===== src/rtl/pov_pkg.sv =====
// shared constants, op codes and controller/datapath command types for the
// pov rotor segment sequencer; no dependencies
`default_nettype none
package pov_pkg;

  localparam int MAX_LOG_SEGMENTS = 9;
  localparam int MAX_LEDS         = 64;
  localparam int MAX_COLOR_BITS   = 4;
  localparam int FULL_RES_LOG     = 9;

  localparam int SEG_W   = MAX_LOG_SEGMENTS;
  localparam int LED_W   = 6;
  localparam int CNT_W   = 7;
  localparam int IDX_W   = MAX_COLOR_BITS;
  localparam int ADDR_W  = SEG_W + LED_W;
  localparam int CLR_W   = ADDR_W + 1;
  localparam int RGB_W   = 24;
  localparam int TICK_W  = 32;
  localparam int CFGI_W  = 3;
  localparam int CFGD_W  = 32;

  localparam logic [RGB_W-1:0] COLOR_RED  = 24'hFF0000;
  localparam logic [RGB_W-1:0] COLOR_BLUE = 24'h0000FF;

  typedef enum logic [1:0] {
    OP_TICK    = 2'd0,
    OP_HALL    = 2'd1,
    OP_PIXEL   = 2'd2,
    OP_PALETTE = 2'd3
  } op_t;

  typedef enum logic [CFGI_W-1:0] {
    CFG_LOG_SEGMENTS = 3'd0,
    CFG_COLOR_DEPTH  = 3'd1,
    CFG_TDC_SEGMENT  = 3'd2,
    CFG_LED_COUNT    = 3'd3,
    CFG_TIMEOUT      = 3'd4,
    CFG_MIN_REVS     = 3'd5
  } cfg_idx_t;

  typedef struct packed {
    logic clr;    // clear one store entry
    logic exec;   // input beat taken
    logic rd;     // read store at current led
    logic load;   // load result register
    logic next;   // advance led counter
  } pov_cmd_t;

  typedef struct packed {
    logic clr_last;
    logic emit;
    logic led_last;
    logic out_taken;
  } pov_stat_t;

endpackage
`default_nettype wire


===== src/rtl/pov_ctrl.sv =====
// sequencing state machine: store clearing pass, item intake, per-led frame
// readout; depends on pov_pkg
`default_nettype none
module pov_ctrl (
  input  wire                 clk,
  input  wire                 rst_n,
  input  wire                 in_valid,
  output logic                in_ready,
  input  pov_pkg::pov_stat_t  stat,
  output pov_pkg::pov_cmd_t   cmd
);
  import pov_pkg::*;

  typedef enum logic [2:0] {
    S_CLEAR, S_IDLE, S_READ, S_LOAD, S_SEND
  } state_t;

  state_t state_r;

  assign in_ready = (state_r == S_IDLE);

  always_comb begin
    cmd      = '0;
    cmd.clr  = (state_r == S_CLEAR);
    cmd.exec = in_ready && in_valid;
    cmd.rd   = (state_r == S_READ);
    cmd.load = (state_r == S_LOAD);
    cmd.next = (state_r == S_SEND) && stat.out_taken && !stat.led_last;
  end

  always_ff @(posedge clk) begin
    if (!rst_n) begin
      state_r <= S_CLEAR;
    end else begin
      case (state_r)
        S_CLEAR: if (stat.clr_last) state_r <= S_IDLE;
        S_IDLE:  if (in_valid && stat.emit) state_r <= S_READ;
        S_READ:  state_r <= S_LOAD;
        S_LOAD:  state_r <= S_SEND;
        S_SEND: begin
          if (stat.out_taken) state_r <= stat.led_last ? S_IDLE : S_READ;
        end
        default: state_r <= S_CLEAR;
      endcase
    end
  end
endmodule
`default_nettype wire


===== config.mk =====
export PLATFORM = sky130hd
export DESIGN_NAME = pov_ctrl
export DESIGN_NICKNAME = d
export VERILOG_FILES = /design/src/rtl/pov_pkg.sv /design/src/rtl/pov_ctrl.sv
export SDC_FILE = /design/constraint.sdc
export NUM_CORES = 1
export LEC_CHECK = 0
export BUFFER_PORTS_ARGS = -buffer_cell sky130_fd_sc_hd__buf_2
export CAP_MARGIN = 20
export CELL_PAD_IN_SITES_DETAIL_PLACEMENT = 0
export CELL_PAD_IN_SITES_GLOBAL_PLACEMENT = 2
export CORE_AREA = 4 4 41 43
export DETAILED_ROUTE_END_ITERATION = 10
export DIE_AREA = 0 0 45 47
export PLACE_DENSITY_LB_ADDON = 0.1
export SYNTH_ARGS = -nofsm -noshare
export SYNTH_HDL_FRONTEND = slang
export SYNTH_SLANG_ARGS = --single-unit

===== constraint.sdc =====
create_clock -name clk -period 1.3 [get_ports clk]
set_input_delay 0.065 -clock clk [delete_from_list [all_inputs] [get_ports clk]]
set_output_delay 0.065 -clock clk [all_outputs]
set_load 0.05 [all_outputs]

After elaboration in Yosys (flattened, before gate mapping)
Cells that the tools add are included.

storage, ports and cells
  bits in registers = 3
  latch bits = 0
  bits in writable memories = 0
  ROM bits = 0
  output and inout port bits = 6
  memories = 0

operators by class
  add/subtract/negate cells = 0
  $mul = 0
  div/mod/pow operators = 0
  order comparisons = 0
  equality and inequality tests = 7
  shift-type cells = 0
  muxes and demuxes = 5
  bitwise operators = 0
  reduce and logical (&&, ||, !) cells = 7

operators with widths
  cell                                                                   number
  3-bit one-hot mux with 5 select lines                                  1
  3-bit two-way mux                                                      3
  3-bit by 2-bit equality test with 1-bit output, second input constant  2
  1-bit logical AND                                                      4
  2-bit != test, second input constant                                   2
  3-bit by 1-bit equality test with 1-bit output, second input constant  1
  3-bit equality test, second input constant                             1
  3-bit logical NOT                                                      1
  3-bit AND reduction                                                    1
  2-bit two-way mux                                                      1
  2-bit by 1-bit != test with 1-bit output, second input constant        1
  1-bit logical NOT                                                      1

Depth between registers and ports, before layout
Gate-level depths: netlist of the first run.

  depth after elaboration = 3
  mapped depth = 4

Worst setup path after synthesis of the first run
Ideal clock, no wire load.

  kind = register to output
  start point = register state_r[0]
  end point = output cmd[0] in the netlist's numbering
  data arrival time = 2.126 ns
  path slack = -0.891 ns
  cell stages (with the launch flop) = 3
  path buffers = 1
  cell sequence = dfxtp_1 buf_4 nor4b_1

RTL lines
  item                    line            source
  from (decl)             pov_ctrl.sv:18  state_t state_r;
  from (signal assigned)  pov_ctrl.sv:41  if (stat.out_taken) state_r <= stat.led_last ? S_IDLE : S_READ;
  to (decl)               pov_ctrl.sv:10  output pov_pkg::pov_cmd_t cmd

==> results of run 1 <==
synthesized netlist by cell type (2+ instances only):
cell	number
nor2_1	4
dfxtp_1	3
and3_1	2
buf_6	2
nor2b_1	2
nor3_1	2
worst max-delay path, delay by kind of cell (launching register included):
family                 cells  cell delay, ns
flip-flops                 1            0.37
AND/OR/NAND/NOR            2            0.37
buffers and inverters      1            0.22
power by group through the flow:
stage               combinational, uW  clock, uW  sequential (uW)
floorplan                         106          0              103
global placement                  120          0              116
detailed placement                122          0              116
CTS                               122        170              116
global route                      135        171              118
finish                            124        160              117
cell type report:
type / instances / area, sq um
clock buffers: 4 / 26.3
flip-flops and latches: 3 / 63.8
well taps: 15 / 18.8
multi-input cells: 25 / 198
fillers: 161 / 917
repair buffers: 13 / 77.6
per-layer routing:
metal  vias to the layer above  global-route usage  wire length [microns]
met5                         -                   0                      0
met4                         0              0.0702                      0
met3                         0              0.0192                     49
met2                         8               0.105                    315
met1                       130              0.0773                    304
li1                        141                   -                      -
kinds of logic (layout without fill, tap and decap cells):
group	after synthesis	in the layout	share of synthesized area
and+or+nand+nor	20	20	0.488
AOI/OAI and AO/OA	5	5	0.180
DFF	3	3	0.221
buffers and inverters	3	17	0.111
path summary, 6_finish.rpt:
path	start	endpoint	slack, ns	depth (start not counted)
worst min-delay path	rst_n	state_r[1]	0.08	3
worst max register to register	state_r[0]	state_r[1]	0.20	3
worst max-delay path	state_r[1]	cmd[3]	0.04	3
worst min register to register	state_r[0]	state_r[0]	0.58	2
through the flow:
step           setup slack (ns)  TNS, ns  area (sq um)  std cells  hold slack (ns)
2_1_floorplan            -0.200   -0.200           288         31            0.187
6_report                 0.0371        0           384         60           0.0800
3_3_place_gp              0.123        0           344         56            0.322
5_1_grt                 0.00174        0           384         60           0.0880
4_1_cts                0.000822        0           374         60           0.0728
3_5_place_dp             0.0869        0           344         56            0.329
cell usage in the layout (no fill, tap or decap):
master | synthesis | final
nor4b_2 | 1 | 2
nand3b_1 | 1 | 1
buf_4 | 1 | 2
a21boi_2 | 1 | 1
nor2_1 | 4 | 4
dfxtp_2 | 0 | 3
and3b_2 | 1 | 1
and4bb_2 | 1 | 1
nand3_1 | 1 | 1
o41ai_2 | 1 | 1
o21ai_0 | 1 | 1
o31ai_1 | 1 | 1
and2_1 | 1 | 1
and3_1 | 2 | 2
nor3b_2 | 0 | 1
buf_2 | 0 | 8
a211o_1 | 1 | 1
clkbuf_4 | 0 | 6
clkbuf_1 | 0 | 1
nor2b_1 | 2 | 2
nor3_2 | 0 | 1
nand2_1 | 1 | 1
nor3_1 | 2 | 1
nand2b_1 | 1 | 1
==> flow_metrics.tcl, run 1 <==
set metrics [dict create \
    holdBufCountCts 0 \
    drc_errors 0 \
    diodes 0 \
    drv_slew 0 \
    syn_area_per_cell_sq_um 8.76 \
    grt_pass1_wl_microns 1010 \
    comb_power_share 0.309 \
    die_h_microns 47 \
    synthesis.nets 38 \
    finalSetupViolations 0 \
    portBuffers 12 \
    drt_iter0_drc 2 \
    grt_antenna_before_repair 0 \
    slowest_delay_ns 0.37 \
    finClkSkew_ns 0.00158 \
    yosys_most_used_dff "dfxtp_1" \
    clockPowerShare 0.400 \
    slew_headroom 0.792 \
    fin_crit_sh 0.971 \
    hp-class "in -> reg" \
    core_sq_mm 0.00130 \
    regMostFlops "state_r" \
    synth_edf_count 0 \
    crit_chain "nor2_1 > and3_1 > clkbuf_4" \
    fin_util 0.295 \
    cts_inserted_buffers 3 \
    synth_top_cell_by_area "dfxtp_1" \
    clkLatencyLatePin_ns 0.23 \
    dr.pass1.iters 4 \
    grtUsageTotal 0.0695 \
    viasPerCell 4.65 \
    ys_ff_latch 3 \
    report.power.total_uw 401 \
    vdd.ir_drop.worst_uv 310 \
    io_pins 13 \
    gr-total-overflow 0 \
    rsz0062_at_grt "false" \
    cts_resized 3 \
    ys_top_cells_by_area "dfxtp_1 22%, buf_6 8.3%, o41ai_2 6.0%" \
    start_util 0.209 \
    p_int_uw 263 \
    yosysSeqAreaShare 0.221 \
    drive_above_1_share 0.600 \
    final_nets 53 \
    die_w_microns 45 \
    gp_congestion 0.653 \
    drt_wl_total_microns 670 \
    hpwl_microns 542 \
    die-area_sq_mm 0.00212 \
    netlist_area_sq_um 272 \
    cts.sinks 3 \
    async_flop_share 0 \
    largest_reg_flops 3 \
    outcome "finished clean" \
    worstMarginPinSlew_ns 0.309 \
    cp.arrival_ns 1.20 \
    root_buffer "clkbuf_4" \
    clock.fmax_ghz 0.792 \
    post-cts-setup-buffers 0 \
    clk_pin_slew_ns 0.04 \
    post_drt_wl_per_cell_microns 11.2 \
    crit_path_end_kind "primary output" \
    p_sw_frac 0.346 \
    num_vias 279 \
    grt_max_degree 13 \
    p_per_area_mw_per_mm2 1040 \
    crit_slowest_cell "dfxtp_2" \
    crit_path_start_kind "register" \
    cp.required_ns 1.24 \
    cts_tree "done" \
    crit_fanout 11 \
    ant_nets 0 \
    yosysWarnings 0 \
    std_cell_rows 13 \
    leakage_uw 0.000170 \
    syn2layout_area_growth_pct 41.5 \
    cts.path.max_buffers 2 \
    synthCells 31 \
    maxCapViolCount 0 \
    hold_viol 0 \
    grt_pass1_vias 256 \
    post-route-min-period_ns 1.26 \
    synth_cell_type_count 22 \
    synth_top_area_frac 0.221 \
    switchingPower_uw 139 \
    reg_top3 "state_r x3" \
    critPathKind "reg -> out" \
    h-tree-depth 1 \
    pwr-share-seq 0.291 \
]
No activity file was read; power rests on OpenSTA's default activity.
==> run 2, diff against run 1 <==
Settings changed: CORE_AREA 4 4 41 43 to 2 2 39 41, DIE_AREA 0 0 45 47 to 0 0 41 43.
==> run 2 against run 1 <==
- worst hold slack improved by 0.0028 ns
- die area decreased by 17%
- flip-flop and latch count unchanged
- combinational power about the same
- final area decreased by 0.98%
- largest power group unchanged
- clock power about the same
==> flow_metrics.tcl, run 2 (synthesis gave the netlist of run 1 again) <==
set metrics [dict create \
    outcome "finished clean" \
    routed.top_layer "met3" \
    report.power.total_uw 397 \
    syn2layout_area_growth_pct 40.1 \
    reg_top3 "state_r x3" \
    portBuffers 12 \
    cts.path.max_buffers 2 \
    clk_pin_slew_ns 0.04 \
    clock.fmax_ghz 0.815 \
    worstMarginPinSlew_ns 0.311 \
    whs_ns 0.0829 \
    holdBufCountCts 0 \
    leakage_uw 0.000170 \
    start_util 0.196 \
    regMostFlops "state_r" \
    final_nets 53 \
    slowest_delay_ns 0.37 \
    ant_nets 0 \
    vdd.ir_drop.worst_uv 313 \
    maxCapViolCount 0 \
    grt_max_degree 13 \
    root_buffer "clkbuf_4" \
    wl_met1_microns 270 \
    crit_path_start_kind "register" \
    cp.required_ns 1.24 \
    die_h_microns 43 \
    cts_inserted_buffers 3 \
    gr-total-overflow 0 \
    hp-class "in -> reg" \
    hold_viol 0 \
    h-tree-depth 1 \
    crit_fanout 11 \
    grtUsageTotal 0.0853 \
    drt_wl_total_microns 594 \
    largest_reg_flops 3 \
    gp_congestion 0.674 \
    cts_resized 3 \
    route.met2.wl_microns 275 \
    cp.arrival_ns 1.16 \
    fin_util 0.275 \
    holdCritStartpoint "rst_n" \
    rsz0062_at_grt "false" \
    die_w_microns 41 \
    crit_path_end_kind "primary output" \
    grt_antenna_before_repair 0 \
    drc_errors 0 \
    r2r-start "state_r[0]" \
    layout_common_cells "10 x buf_2, 4 x nor2_1, 4 x clkbuf_4" \
    drv_slew 0 \
    cts_tree "done" \
    finClkSkew_ns 0.000334 \
    std_cell_rows 14 \
    fin_ws_ns 0.0737 \
    place_ws_ns 0.0537 \
    crit_start "state_r[1]" \
    grt_pass1_wl_microns 993 \
    dr.pass1.iters 2 \
    finalSetupViolations 0 \
    clkLatencyLatePin_ns 0.23 \
    drive_above_1_share 0.600 \
    diodes 0 \
    p_per_area_mw_per_mm2 1040 \
    final_common_cell "buf_2" \
    die-area_sq_mm 0.00176 \
    drt_iter0_drc 5 \
    crit_chain "nor2_1 > and2_1 > buf_2" \
    post-cts-setup-buffers 0 \
    post_drt_wl_per_cell_microns 9.74 \
    grt_pass1_vias 248 \
    wl_met3_microns 47 \
    slew_headroom 0.791 \
    hpwl_microns 470 \
    num_vias 262 \
    core_sq_mm 0.00138 \
    crit_slowest_cell "dfxtp_2" \
    nFillCells 164 \
    cts.sinks 3 \
    critPathKind "reg -> out" \
    io_pins 13 \
    post-route-min-period_ns 1.23 \
    viasPerCell 4.30 \
    fin_crit_sh 0.943 \
]
run 2: cell count changes in the layout (fill, tap and decap cells not counted):
| cell | change |
|---|---|
| buf_2 | +2 |
| clkbuf_4 | -2 |
run 2: final timing paths:
path                            depth (start not counted)          to  slack, ns
worst max-delay path                                    3    in_ready       0.07
worst min-delay path                                    3  state_r[1]       0.08
worst max register to register                          3  state_r[1]       0.18
worst min register to register                          2  state_r[0]       0.58
run 2: layer usage:
metal / GRT usage / vias up
li1: - / 140
met1: 0.115 / 115
met2: 0.106 / 7
met3: 0.0157 / 0
met4: 0.0800 / 0
met5: 0 / -
run 2: metrics by stage:
step,cells,area (sq um),TNS [ns]
CTS,61,375,0
global route,61,380,0
finish,61,380,0
detailed placement,57,345,0
floorplan,31,288,-0.200
global placement,57,345,0
run 2: final cells by class:
| class | count | area [sq um] | share of cell area |
|---|---|---|---|
| flip-flops and latches | 3 | 63.8 | 0.168 |
| clock buffers | 4 | 26.3 | 0.0691 |
| repair buffers | 13 | 72.6 | 0.191 |
| well taps | 16 | 20.0 | 0.0526 |
| multi-input cells | 25 | 198 | 0.520 |
run 2: worst max-delay path, delay by kind of cell (launching register included):
| kind | cells | cell delay, ns |
|---|---|---|
| buf+inv | 1 | 0.25 |
| flops | 1 | 0.37 |
| simple gates | 2 | 0.31 |
run 2: report_power, final:
group | internal (uW) | switching (uW) | total, uW
combinational | 45.6 | 75.5 | 121
clock | 115 | 44.8 | 160
sequential | 99.5 | 16.7 | 116
